`src/rtl/core/spfd_pkg.sv`:
```
// Package for the servo pulse to FET drive core.
// Holds field widths, reset values, register indexes and the item types.
// No dependencies.
package spfd_pkg;

	localparam int WIDTH      = 16;
	localparam int DAMP_SHIFT = 7;
	localparam int QW         = WIDTH - 2;
	localparam int LIM_W      = 8;
	localparam int TICK_W     = 16;
	localparam int CFG_IDX_W  = 3;
	localparam int CFG_DATA_W = 16;

	localparam logic [WIDTH-1:0]  SMOOTH_RESET      = WIDTH'(1000);
	localparam logic [WIDTH-1:0]  CENTER_RESET      = WIDTH'(1050);
	localparam logic [LIM_W-1:0]  ON_LIMIT_RESET    = LIM_W'(10);
	localparam logic [LIM_W-1:0]  PULSE_LIMIT_RESET = LIM_W'(70);
	localparam logic [LIM_W-1:0]  OFF_LIMIT_RESET   = LIM_W'(80);
	localparam logic [LIM_W-1:0]  FLASH_LIMIT_RESET = LIM_W'(120);
	localparam logic [TICK_W-1:0] FLASH_TICKS_RESET = TICK_W'(1800);

	typedef enum logic [CFG_IDX_W-1:0] {
		CFG_CENTER_OFFSET  = 3'd0,
		CFG_ON_LIMIT       = 3'd1,
		CFG_PULSE_LIMIT    = 3'd2,
		CFG_OFF_LIMIT      = 3'd3,
		CFG_FLASH_LIMIT    = 3'd4,
		CFG_FLASH_ON_TICKS = 3'd5
	} cfg_idx_t;

	typedef enum logic [1:0] {
		GATE_HOLD  = 2'd0,
		GATE_ON    = 2'd1,
		GATE_OFF   = 2'd2,
		GATE_TIMED = 2'd3
	} gate_mode_t;

	typedef struct packed {
		logic [WIDTH-1:0]  center_offset;
		logic [LIM_W-1:0]  on_limit;
		logic [LIM_W-1:0]  pulse_limit;
		logic [LIM_W-1:0]  off_limit;
		logic [LIM_W-1:0]  flash_limit;
		logic [TICK_W-1:0] flash_on_ticks;
	} cfg_t;

	typedef struct packed {
		logic [15:0] pulse_width;
	} in_item_t;

	typedef struct packed {
		gate_mode_t  gate_mode;
		logic [15:0] on_ticks;
		logic [15:0] smoothed_width;
	} out_item_t;

endpackage

```
`src/rtl/core/spfd_chan_if.sv`:
```
// Valid/ready channel carrying one payload item per transfer.
// Payload type is a parameter; used with spfd_pkg item types.
interface spfd_chan_if #(
	parameter type payload_t = spfd_pkg::in_item_t
);
	logic     valid;
	logic     ready;
	payload_t data;

	modport source(output valid, output data, input ready);
	modport sink(input valid, input data, output ready);
endinterface

```
`src/rtl/core/servo_pulse_to_fet_drive_core.sv`:
```
// Servo pulse to FET drive core: top level.
// Depends on spfd_pkg, spfd_chan_if, spfd_cfg_regs and spfd_step.
//
// Use: each transfer on in_ch carries one measured servo pulse width. For
// each one the core returns one item on out_ch: the gate mode, the on time
// for a timed pulse and the smoothed width after the update.
// Pipeline: each input transfer is captured in the input register, and
// the step result in the result register, which drives out_ch. Throughput:
// one item per cycle while out_ch is ready; the smoothing and skip state
// is updated as an item moves from the input register to the result
// register, so consecutive items follow with no gap.
// Stall: while out_ch is not ready, a held result blocks the step, and
// in_ch.ready drops only once the input register is also occupied.
// Configuration: cfg_we/cfg_idx/cfg_wdata write one register per cycle.
// Write only while no item is in flight; the core does no check of it.
// Reset: arst_n clears both pipeline stages, sets the smoothed width to
// 1000, the skip count to zero and all registers to their defaults.
module servo_pulse_to_fet_drive_core (
	input  logic                            clk,
	input  logic                            arst_n,
	input  logic                            cfg_we,
	input  logic [spfd_pkg::CFG_IDX_W-1:0]  cfg_idx,
	input  logic [spfd_pkg::CFG_DATA_W-1:0] cfg_wdata,
	spfd_chan_if.sink                       in_ch,
	spfd_chan_if.source                     out_ch
);
	spfd_pkg::cfg_t              cfg;
	logic                        valid_s1;
	logic [spfd_pkg::WIDTH-1:0]  sample_s1;
	logic                        out_valid_q;
	spfd_pkg::out_item_t         out_data_q;
	logic [spfd_pkg::WIDTH-1:0]  smoothed_q;
	logic [spfd_pkg::LIM_W-1:0]  skip_q;
	logic [spfd_pkg::WIDTH-1:0]  smoothed_nxt;
	logic [spfd_pkg::LIM_W-1:0]  skip_nxt;
	spfd_pkg::out_item_t         result;
	logic                        out_free;
	logic                        step_fire;
	logic                        in_xfer;

	spfd_cfg_regs u_cfg (
		.clk       (clk),
		.arst_n    (arst_n),
		.cfg_we    (cfg_we),
		.cfg_idx   (cfg_idx),
		.cfg_wdata (cfg_wdata),
		.cfg       (cfg)
	);

	spfd_step u_step (
		.sample       (sample_s1),
		.smoothed     (smoothed_q),
		.skip_left    (skip_q),
		.cfg          (cfg),
		.smoothed_nxt (smoothed_nxt),
		.skip_nxt     (skip_nxt),
		.result       (result)
	);

	assign out_free    = !out_valid_q || out_ch.ready;
	assign step_fire   = valid_s1 && out_free;
	assign in_ch.ready = !valid_s1 || out_free;
	assign in_xfer     = in_ch.valid && in_ch.ready;

	always_ff @(posedge clk or negedge arst_n) begin
		if (!arst_n) begin
			valid_s1    <= 1'b0;
			out_valid_q <= 1'b0;
			smoothed_q  <= spfd_pkg::SMOOTH_RESET;
			skip_q      <= '0;
		end else begin
			if (in_ch.ready)
				valid_s1 <= in_ch.valid;
			if (out_free)
				out_valid_q <= valid_s1;
			if (step_fire) begin
				smoothed_q <= smoothed_nxt;
				skip_q     <= skip_nxt;
			end
		end
	end

	always_ff @(posedge clk) begin
		if (in_xfer)
			sample_s1 <= spfd_pkg::WIDTH'(in_ch.data.pulse_width);
		if (step_fire)
			out_data_q <= result;
	end

	assign out_ch.valid = out_valid_q;
	assign out_ch.data  = out_data_q;

	a_ticks_only_timed: assert property (@(posedge clk) disable iff (!arst_n)
		out_valid_q && out_data_q.gate_mode != spfd_pkg::GATE_TIMED
		|-> out_data_q.on_ticks == '0)
		else $error("on_ticks set outside a timed pulse");

	a_state_holds: assert property (@(posedge clk) disable iff (!arst_n)
		!step_fire |=> $stable(smoothed_q) && $stable(skip_q))
		else $error("step state changed without a step");

	a_skip_counts_down: assert property (@(posedge clk) disable iff (!arst_n)
		step_fire && skip_q != '0
		|=> skip_q == spfd_pkg::LIM_W'($past(skip_q) - spfd_pkg::LIM_W'(1)))
		else $error("skip count did not decrement");

	a_skip_holds_gate: assert property (@(posedge clk) disable iff (!arst_n)
		step_fire && skip_q != '0
		|=> out_valid_q && out_data_q.gate_mode == spfd_pkg::GATE_HOLD)
		else $error("gate changed while skipping");

	a_result_tracks_state: assert property (@(posedge clk) disable iff (!arst_n)
		step_fire |=> out_valid_q && out_data_q.smoothed_width == 16'(smoothed_q))
		else $error("result smoothed width differs from state");
endmodule

```
`src/rtl/core/spfd_cfg_regs.sv`:
```
// Configuration register file of the servo pulse to FET drive core.
// Depends on spfd_pkg. Writes to unknown indexes are dropped.
module spfd_cfg_regs (
	input  logic                                 clk,
	input  logic                                 arst_n,
	input  logic                                 cfg_we,
	input  logic [spfd_pkg::CFG_IDX_W-1:0]       cfg_idx,
	input  logic [spfd_pkg::CFG_DATA_W-1:0]      cfg_wdata,
	output spfd_pkg::cfg_t                       cfg
);
	spfd_pkg::cfg_t cfg_q;

	always_ff @(posedge clk or negedge arst_n) begin
		if (!arst_n) begin
			cfg_q.center_offset  <= spfd_pkg::CENTER_RESET;
			cfg_q.on_limit       <= spfd_pkg::ON_LIMIT_RESET;
			cfg_q.pulse_limit    <= spfd_pkg::PULSE_LIMIT_RESET;
			cfg_q.off_limit      <= spfd_pkg::OFF_LIMIT_RESET;
			cfg_q.flash_limit    <= spfd_pkg::FLASH_LIMIT_RESET;
			cfg_q.flash_on_ticks <= spfd_pkg::FLASH_TICKS_RESET;
		end else if (cfg_we) begin
			case (spfd_pkg::cfg_idx_t'(cfg_idx))
				spfd_pkg::CFG_CENTER_OFFSET:
					cfg_q.center_offset <= spfd_pkg::WIDTH'(cfg_wdata);
				spfd_pkg::CFG_ON_LIMIT:
					cfg_q.on_limit <= cfg_wdata[spfd_pkg::LIM_W-1:0];
				spfd_pkg::CFG_PULSE_LIMIT:
					cfg_q.pulse_limit <= cfg_wdata[spfd_pkg::LIM_W-1:0];
				spfd_pkg::CFG_OFF_LIMIT:
					cfg_q.off_limit <= cfg_wdata[spfd_pkg::LIM_W-1:0];
				spfd_pkg::CFG_FLASH_LIMIT:
					cfg_q.flash_limit <= cfg_wdata[spfd_pkg::LIM_W-1:0];
				spfd_pkg::CFG_FLASH_ON_TICKS:
					cfg_q.flash_on_ticks <= cfg_wdata[spfd_pkg::TICK_W-1:0];
				default: ;
			endcase
		end
	end

	assign cfg = cfg_q;
endmodule

```
`src/rtl/core/spfd_step.sv`:
```
// Single-pass step logic: smoothing update, quantising and gate decision.
// Depends on spfd_pkg. Purely combinational.
module spfd_step (
	input  logic [spfd_pkg::WIDTH-1:0]  sample,
	input  logic [spfd_pkg::WIDTH-1:0]  smoothed,
	input  logic [spfd_pkg::LIM_W-1:0]  skip_left,
	input  spfd_pkg::cfg_t              cfg,
	output logic [spfd_pkg::WIDTH-1:0]  smoothed_nxt,
	output logic [spfd_pkg::LIM_W-1:0]  skip_nxt,
	output spfd_pkg::out_item_t         result
);
	logic [spfd_pkg::WIDTH-1:0]  step_amt;
	logic [spfd_pkg::WIDTH-1:0]  grown;
	logic [spfd_pkg::WIDTH-1:0]  shrunk;
	logic [spfd_pkg::WIDTH-1:0]  diff;
	logic [spfd_pkg::QW-1:0]     q;
	logic [spfd_pkg::LIM_W-1:0]  p;
	logic [spfd_pkg::LIM_W:0]    p_plus;
	logic [spfd_pkg::LIM_W-1:0]  half;
	logic [2*spfd_pkg::LIM_W-1:0] prod;

	always_comb begin
		step_amt = smoothed >> spfd_pkg::DAMP_SHIFT;
		grown    = smoothed + step_amt;
		shrunk   = smoothed - step_amt;
		if (sample > smoothed)
			smoothed_nxt = (grown > sample) ? sample : grown;
		else
			smoothed_nxt = (shrunk < sample) ? sample : shrunk;

		diff   = smoothed_nxt - cfg.center_offset;
		q      = diff[spfd_pkg::WIDTH-1:2];
		p      = cfg.pulse_limit - q[spfd_pkg::LIM_W-1:0];
		p_plus = {1'b0, p} + (spfd_pkg::LIM_W+1)'(2);
		half   = p_plus[spfd_pkg::LIM_W:1];
		prod   = p * half;

		result.gate_mode      = spfd_pkg::GATE_HOLD;
		result.on_ticks       = '0;
		result.smoothed_width = 16'(smoothed_nxt);
		skip_nxt              = skip_left;

		if (skip_left != '0) begin
			skip_nxt = skip_left - spfd_pkg::LIM_W'(1);
		end else if (q <= spfd_pkg::QW'(cfg.on_limit)) begin
			result.gate_mode = spfd_pkg::GATE_ON;
		end else if (q <= spfd_pkg::QW'(cfg.pulse_limit)) begin
			result.gate_mode = spfd_pkg::GATE_TIMED;
			result.on_ticks  = 16'(prod);
		end else if (q <= spfd_pkg::QW'(cfg.off_limit)) begin
			result.gate_mode = spfd_pkg::GATE_OFF;
		end else if (q <= spfd_pkg::QW'(cfg.flash_limit)) begin
			result.gate_mode = spfd_pkg::GATE_TIMED;
			result.on_ticks  = 16'(cfg.flash_on_ticks);
			skip_nxt         = cfg.flash_limit - q[spfd_pkg::LIM_W-1:0];
		end
	end
endmodule
```
`src/flat_wrapper.sv`:
```
// flat-port wrapper written by rule: the top's interface ports become plain ports
module servo_pulse_to_fet_drive_core_flat 
  (clk, arst_n, cfg_we, cfg_idx, cfg_wdata, in_ch_valid, in_ch_data, in_ch_ready, out_ch_valid, out_ch_data, out_ch_ready);
  spfd_chan_if in_ch_i ();
  spfd_chan_if out_ch_i ();
  input  logic clk;
  input  logic arst_n;
  input  logic cfg_we;
  input  logic [spfd_pkg::CFG_IDX_W-1:0] cfg_idx;
  input  logic [spfd_pkg::CFG_DATA_W-1:0] cfg_wdata;
  input wire logic [$bits(in_ch_i.valid)-1:0] in_ch_valid;
  input wire logic [$bits(in_ch_i.data)-1:0] in_ch_data;
  output wire logic [$bits(in_ch_i.ready)-1:0] in_ch_ready;
  output wire logic [$bits(out_ch_i.valid)-1:0] out_ch_valid;
  output wire logic [$bits(out_ch_i.data)-1:0] out_ch_data;
  input wire logic [$bits(out_ch_i.ready)-1:0] out_ch_ready;
  assign in_ch_i.valid = in_ch_valid;
  assign in_ch_i.data = in_ch_data;
  assign in_ch_ready = in_ch_i.ready;
  assign out_ch_valid = out_ch_i.valid;
  assign out_ch_data = out_ch_i.data;
  assign out_ch_i.ready = out_ch_ready;
  servo_pulse_to_fet_drive_core u_core (.clk(clk), .arst_n(arst_n), .cfg_we(cfg_we), .cfg_idx(cfg_idx), .cfg_wdata(cfg_wdata), .in_ch(in_ch_i), .out_ch(out_ch_i));
endmodule
```
`config.mk`:
```
export PLATFORM = sky130hd
export DESIGN_NAME = servo_pulse_to_fet_drive_core_flat
export DESIGN_NICKNAME = d
export VERILOG_FILES = /design/src/rtl/core/spfd_pkg.sv /design/src/rtl/core/spfd_chan_if.sv /design/src/rtl/core/servo_pulse_to_fet_drive_core.sv /design/src/rtl/core/spfd_cfg_regs.sv /design/src/rtl/core/spfd_step.sv /design/src/flat_wrapper.sv
export SDC_FILE = /design/constraint.sdc
export NUM_CORES = 1
export LEC_CHECK = 0
export BUFFER_PORTS_ARGS = -buffer_cell sky130_fd_sc_hd__buf_2
export CAP_MARGIN = 20
export CORE_MARGIN = 1.5
export CORE_UTILIZATION = 45
export DETAILED_ROUTE_END_ITERATION = 8
export MAX_ROUTING_LAYER = met4
export PLACE_DENSITY_LB_ADDON = 0.3
export SETUP_SLACK_MARGIN = 0.5
export SYNTH_ARGS = -nofsm -noshare
export SYNTH_HDL_FRONTEND = slang
export SYNTH_HIERARCHICAL = 1
export SYNTH_SLANG_ARGS = --single-unit
```
`constraint.sdc`:
```
create_clock -name clk -period 15.15 [get_ports clk]
set_input_delay 0.7575 -clock clk [delete_from_list [all_inputs] [get_ports clk]]
set_output_delay 0.7575 -clock clk [all_outputs]
set_load 0.05 [all_outputs]
```
# Word level (Yosys, flattened, before mapping)

Cells that the tools add are included.

Input port bits: 40
Logic and storage cells: 19
Flip-flop bits (word level): 50
Output and inout port bits: 18

Mux-type cells: 3
Magnitude comparators: 3
Reductions and logical operators: 6
$add $sub $neg: 2

Operators with widths:

| operator                                      | count |
|---|---|
| 16-bit two-way mux                            | 3 |
| 16-bit greater-than comparator                | 2 |
| 16-bit by 9-bit adder with 16-bit output      | 1 |
| 16-bit less-than comparator                   | 1 |
| 16-bit by 9-bit subtractor with 16-bit output | 1 |
| 1-bit logical AND                             | 2 |
| 1-bit logical NOT                             | 2 |
| 1-bit logical OR                              | 2 |

# Logic depth before layout (Yosys ltp)

Gate-level depths: netlist (run 1).

Depth after elaboration: 4
Gate-level depth with buffers: 26
Mapped depth without buffers: 24

# Cells and area by module

Netlist (run 1), hierarchy kept.

Modules (own cells, without submodules):

| module                        | cells each | area each (um^2) | times used |
|---|---|---|---|
| spfd_step                     | 1,035      | 7,538.5          | 1 |
| spfd_cfg_regs                 | 140        | 2,466.1          | 1 |
| servo_pulse_to_fet_drive_core | 91         | 2,038.2          | 1 |

# Worst setup path before layout (run 1)

OpenSTA, ideal clock, no wires.

Kind: register to register
Start point: reg u_core/smoothed_q[9] in the netlist's numbering
End point: reg, netlist name u_core/skip_q[0]
Library setup time: 0.125 ns
Cell stages (with the launch flop): 48
Path buffers: 3
Path slack: 6.319 ns
Arrival time: 8.706 ns
Cells stage by stage: dfstp_2 inv_1 ha_1 clkbuf_1 o21a_1 o31a_1 o31a_1 nor2_1 nor2_1 o21a_1 o21ai_0 nand2b_1 nand2b_1 nor4_1 xnor2_1 ha_1 a21oi_1 o21ai_0 [... 12 more ...] a21oi_1 and3_1 mux2_2 nor2_1 inv_1 ha_1 inv_1 o21bai_1 a21oi_1 o21bai_1 a21o_1 a21oi_1 nor2_1 o22a_1 or4_1 nor3_2 a211oi_1 mux2_4

RTL lines:

| what                   | RTL line                            | RTL |
|---|---|---|
| from (decl)            | servo_pulse_to_fet_drive_core.sv:32 | `logic [spfd_pkg::WIDTH-1:0] smoothed_q;` |
| from (signal assigned) | servo_pulse_to_fet_drive_core.sv:69 | `smoothed_q <= spfd_pkg::SMOOTH_RESET;` |
| from (signal assigned) | servo_pulse_to_fet_drive_core.sv:77 | `smoothed_q <= smoothed_nxt;` |

==> qor.csv, run 1 <==
metric,value,unit
skew,0.006673,ns
drt_iter0_drc,261,
place.gp.congestion,0.9405,
numClockSinks,50,
drive_above_1_share,16.93,%
clk_latency,0.30,ns
critPathKind,register to register,
cts_tree,built,
max-slew-margin-rel,51.52,%
syn_inst,429,
worstPathRequired,15.40,ns
grt_use_met3,2.646,%
area_growth,6.104,%
ys_warn_count,6,
cts_hold_buffers,0,
rows,35,
die_area,9974,um^2
rsz0062_at_grt,no,
post-route-period-util,38.19,%
grt_pass1_wl,15830,um
cts_buffers,5,
cp_cell_sequence,inv_1 > ha_1 > o21a_1 > o31a_1 > o31a_1 > nor2_1 > nor2_1 > o21a_1 > o21ai_0 > nand2b_1 > nand2b_1 > nor4_1 > xnor2_1 > ha_1 > a21oi_1 > o21ai_0 > a211oi_1 > o21ai_0 > o22ai_1 > buf_4 > nor2_1 > a211oi_1 > mux2_2,
pin_count,58,
worstSetupStartpointType,register,
final_net_count,555,
numPortBuffers,37,
finalSetupTns,0,ns
overflow,0,
worstPathMaxFanout,8,
fp.dieH,99.87,um
status,"complete, no violations",
wl_per_cell,17.94,um
wirelength,10050,um
avgSynthCellArea,9.843,um^2
worstRegToRegCells,23,
antennaDiodeCount,0,
setup.worst_path.end_class,register,
grt_util_met1,30.44,%
drv_cap,0,
setup_viol,0,
h-tree-depth,2,
fmax,172.8,MHz
cts-root-buf,clkbuf_8,
stdcell_area,4481,um^2
drt_pass1_iterations,5,
clk_pin_slew,0.09,ns
worstMarginPinSlew,0.7272,ns
fp.coreArea,9153,um^2
multiInputGateArea,2454,um^2
ff_latch_area,1419,um^2
leakage,2.031,nW
min_path_type,input port to asynchronous set/reset pin,
ant_nets,0,
final.min_clock_period,5.787,ns
use_met2,31.76,%
slew_violations,0,
grt_start_max_net_pins,19,
via_per_inst,5.782,
dieWidth,99.87,um
grt.total_usage,21.42,%
vias,3238,
top_usage_layer,met2,
cp_slowest_cell,dfstp_2,
hold_viol,0,
crit_path_max_incr_delay,0.68,ns
syn-num-nets,536,
syn_area,4223,um^2
placed_cell_area,4369,um^2
drc,0,
grt_pass1_vias,3071,
peakVddDrop,86.17,uV
initial_core_util,46.14,%
dp_hpwl,8082,um
fill_cells,840,
cts_setup_buffers,0,
ctsResizeCount,0,
cts_buffer_depth,2,
p_per_area,313.2,nW/um^2
arrival,6.03,ns
antenna_found_initial,0,
## critical path: cells and delay by family (launching register included)
| kind | cells | cell delay [ns] |
|---|---|---|
| xor gates and xnor gates | 1 | 0.22 |
| muxes | 1 | 0.23 |
| buffers and inverters | 2 | 0.44 |
| adders and majority gates | 2 | 0.73 |
| AOI/OAI and AO/OA | 11 | 2.60 |
| DFF | 1 | 0.68 |
| and+or+nand+nor | 6 | 0.82 |
## through the flow
stage               util (%)  instances  hold WS, ns  total power, W  setup WS, ns
global route           48.95        560       0.4126        0.001521         8.986
CTS                    48.87        559       0.4051        0.001385         9.254
detailed placement     47.74        551       0.5564        0.001289         9.314
floorplan                  -        429       0.4619        0.001133         10.26
global placement       47.74        551       0.5201        0.001270         9.276
finish                 48.95        560       0.3942        0.001403         9.363
## final cells by class
cell class | count | area share, %
timing repair buffer | 38 | 4.300
multi-input combinational | 307 | 54.76
tap | 111 | 3.100
clock inverter | 2 | 0.2234
inverter | 46 | 3.854
sequential | 50 | 31.67
clock buffer | 6 | 2.094
## worst paths after layout
path,from,endpoint,slack (ns)
min in group clk,u_core/valid_s1,u_core/out_ch.valid,0.58
setup / recovery,u_core/smoothed_q[9],u_core/smoothed_q[11],9.36
hold reg to reg,u_core/valid_s1,u_core/out_ch.valid,0.58
setup reg to reg,u_core/smoothed_q[9],u_core/smoothed_q[11],9.36
hold / removal,arst_n,u_core/smoothed_q[2],0.39
max in group asynchronous,arst_n,u_core/smoothed_q[6],14.41
## where the power goes
part	internal (W)	switching, W	total (W)
Sequential	0.000221	0.0000547	0.000276
Combinational	0.000406	0.000634	0.00104
Clock	0.0000421	0.0000452	0.0000873
Total	0.000669	0.000734	0.00140
## cell usage in the layout (no fill, tap or decap), types with 5 or more instances in the layout
master    instances
o21bai_1          6
a21oi_1          40
xnor2_1          20
nand3_1           5
dfstp_2           6
inv_1            46
ha_1             65
or3_1             5
nand2b_1          8
buf_2            37
nor4_1            5
o21ai_0           8
clkbuf_8          5
o22ai_1          13
mux2_4           12
nor2_1           31
a21o_1            6
nand2_1          16
nand4_1          12
edfxtp_1         32
dfrtp_1          12
## sequential cells by signal, indices dropped and copies added, names as in the netlist
signal / count
u_core/out_ch.valid: 1
u_core/out_ch.data: 16
u_core/sample_s1: 16
u_core/valid_s1: 1
u_core/smoothed_q: 16
## metal layers
metal,routed length [um],part of all wire [%]
met2,4435,44
met4,222,2.2
met5,0,0
met1,4866,48
met3,523,5.2
Power figures use the tool's default switching activity.
==> run 2: changes to the inputs <==
==> constraint.sdc (replaced) <==
create_clock -name clk -period 4.8 [get_ports clk]
set_input_delay 0.24 -clock clk [delete_from_list [all_inputs] [get_ports clk]]
set_output_delay 0.24 -clock clk [all_outputs]
set_load 0.05 [all_outputs]
==> qor.csv, run 2 (synthesized netlist as in run 1, its figures left out) <==
metric,value,unit
status,"complete, but fails checks",
violations,negative setup slack,
initial_core_util,46.14,%
critPathKind,register to register,
fp.dieH,99.87,um
peakVddDrop,389.9,uV
grt_pass1_wl,19230,um
vias,3768,
worstMarginPinSlew,0.7938,ns
rr_endpoint,u_core/smoothed_q[11],
p_seq_share,12.6,%
min_path_type,input port to register,
worstRegToRegCells,24,
final.min_clock_period,4.895,ns
fmax,204.3,MHz
setup_viol,15,
combPwrFrac,83.6,%
slew_violations,0,
area_growth,38.01,%
dieWidth,99.87,um
dp_hpwl,9371,um
clk_latency,0.32,ns
skew,0.01096,ns
setup.worst_path.end_class,register,
stdcell_count,669,
swShare,48.13,%
min-delay-start,in_ch_data[3],
placed_cell_area,4908,um^2
rsz0062_at_grt,yes,
arrival,5.09,ns
clk_pin_slew,0.10,ns
antennaDiodeCount,0,
antenna_found_initial,0,
grt_start_max_net_pins,19,
drt_iter0_drc,205,
cts_buffer_depth,2,
final_net_count,664,
placedCellCount,610,
numPortBuffers,37,
drt_pass1_iterations,4,
path_common_cell,nor2_1,
stdcell_area,5828,um^2
drive_above_1_share,46.06,%
grt_pass1_vias,3597,
max-slew-margin-rel,47.02,%
multiInputGateArea,2970,um^2
die_area,9974,um^2
drc,0,
hold_path_end,u_core/sample_s1[3],
overflow,0,
critPathTopFamily,simple AND/OR/NAND/NOR gates,
fp.coreArea,9153,um^2
wirelength,12700,um
cts_buffers,5,
cts-root-buf,clkbuf_8,
min_delay_path_depth,1,
leakage,2.672,nW
clkPwrFrac,3.9,%
final_cell_mix,"buf_4 (103), ha_1 (60), inv_1 (42)",
fin_util,63.68,%
worstPathRequired,5.00,ns
wl_per_cell,18.99,um
grt.total_usage,26.48,%
p_switching,0.003119,W
rows,35,
cts_tree,built,
worstSetupStartpointType,register,
place.gp.congestion,0.8948,
layout_commonest_cell,buf_4,
pin_count,58,
cp_cell_sequence,ha_4 > inv_2 > fa_2 > o21bai_1 > a21oi_2 > o21bai_1 > a21oi_2 > nor2_1 > nor2_1 > nor2_1 > nor2_2 > o21bai_4 > nand2_2 > xnor2_2 > ha_1 > nand4_1 > or3_1 > a21o_1 > a31oi_4 > and3_4 > or2_4 > a211oi_2 > buf_4 > mux2_2,
post-route-period-util,102.0,%
worstPathMaxFanout,7,
crit_path_max_incr_delay,0.60,ns
rrSetupSlack,-0.1,ns
cp_num_buf_inv,2,
p_per_area,1112,nW/um^2
intPower,0.003361,W
finalWorstSetupSlack,-0.09508,ns
timing.rr.start,u_core/smoothed_q[7],
ant_nets,0,
numClockSinks,50,
ff_latch_area,1421,um^2
h-tree-depth,2,
via_per_inst,5.632,
cp_slowest_cell,dfstp_2,
drv_cap,0,
hold_viol,0,
fill_cells,707,
[run 2: cell types whose count changed in the layout (fill, tap and decap cells not counted), moves of 5 or more]
cell     delta
ha_4        +5
buf_6       +6
buf_4     +102
nor2_2      +5
ha_1        -5
o21ai_2     +5
a21oi_1    -16
a21oi_2     +9
o22ai_1     -8
nor2_1      -6
a21oi_4     +7
[run 2: timing repair]
item / in CTS / in global routing
hold buffers: 1 / 0
endpoints found under the setup margin: 32 / 32
pin swaps: 30 / 30
buffers inserted: 43 / 7
hold endpoints to repair: 12 / 0
resized for setup: 52 / 37
[run 2: worst max-delay path by stage]
stage                              start                    end  depth (start not counted)
finish              u_core/smoothed_q[7]  u_core/smoothed_q[11]                         24
global route        u_core/smoothed_q[7]  u_core/smoothed_q[13]                         24
CTS                 u_core/smoothed_q[7]  u_core/smoothed_q[11]                         24
detailed placement  u_core/smoothed_q[7]  u_core/smoothed_q[11]                         24
global placement    u_core/smoothed_q[8]   u_core/smoothed_q[5]                         24
floorplan           u_core/smoothed_q[9]   u_core/smoothed_q[1]                         24
[run 2: per-stage QoR]
stage          total power, W  setup TNS [ns]  hold WS, ns  worst slack (ns)
3_5_place_dp         0.004843          -2.002       0.2128           -0.1554
4_1_cts              0.005877               0      0.07985           0.07998
5_1_grt              0.006899          -4.031      0.07441           -0.2250
6_report             0.006481         -0.8303      0.09121          -0.09508
2_1_floorplan        0.003761               0     -0.05559            0.2006
3_3_place_gp         0.004766         -0.3563       0.2105          -0.05416
[run 2: power by group through the flow]
stage	clock, W	combinational [W]	sequential [W]
floorplan	0	0.00269	0.00107
global placement	0	0.00396	0.000805
detailed placement	0	0.00403	0.000812
CTS	0.000264	0.00480	0.000813
global route	0.000273	0.00579	0.000832
finish	0.000251	0.00542	0.000813
[run 2: per-layer routing]
layer / global-route usage (%) / share of wire, %
met1: 35.98 / 45
met2: 40.82 / 46
met3: 3.552 / 5.1
met4: 9.101 / 3.1
met5: - / 0
[run 2: worst reg2reg max path, stage by stage (launching register included)]
cell,delay (ns)
dfstp_2,0.60
ha_4,0.16
inv_2,0.04
fa_2,0.36
o21bai_1,0.20
a21oi_2,0.09
o21bai_1,0.21
a21oi_2,0.10
nor2_1,0.12
nor2_1,0.06
nor2_1,0.16
nor2_2,0.09
o21bai_4,0.17
nand2_2,0.10
xnor2_2,0.16
ha_1,0.31
nand4_1,0.19
or3_1,0.36
a21o_1,0.20
a31oi_4,0.18
and3_4,0.24
or2_4,0.20
a211oi_2,0.09
buf_4,0.15
mux2_2,0.26
[run 2: area by class of cell]
class                           instances  area share (%)
Multi-Input combinational cell        307           50.97
Tap cell                              111           2.383
Timing Repair Buffer                  147           17.78
Inverter                               46           3.006
Clock buffer                            6           1.245
Clock inverter                          2          0.2362
Sequential cell                        50           24.39
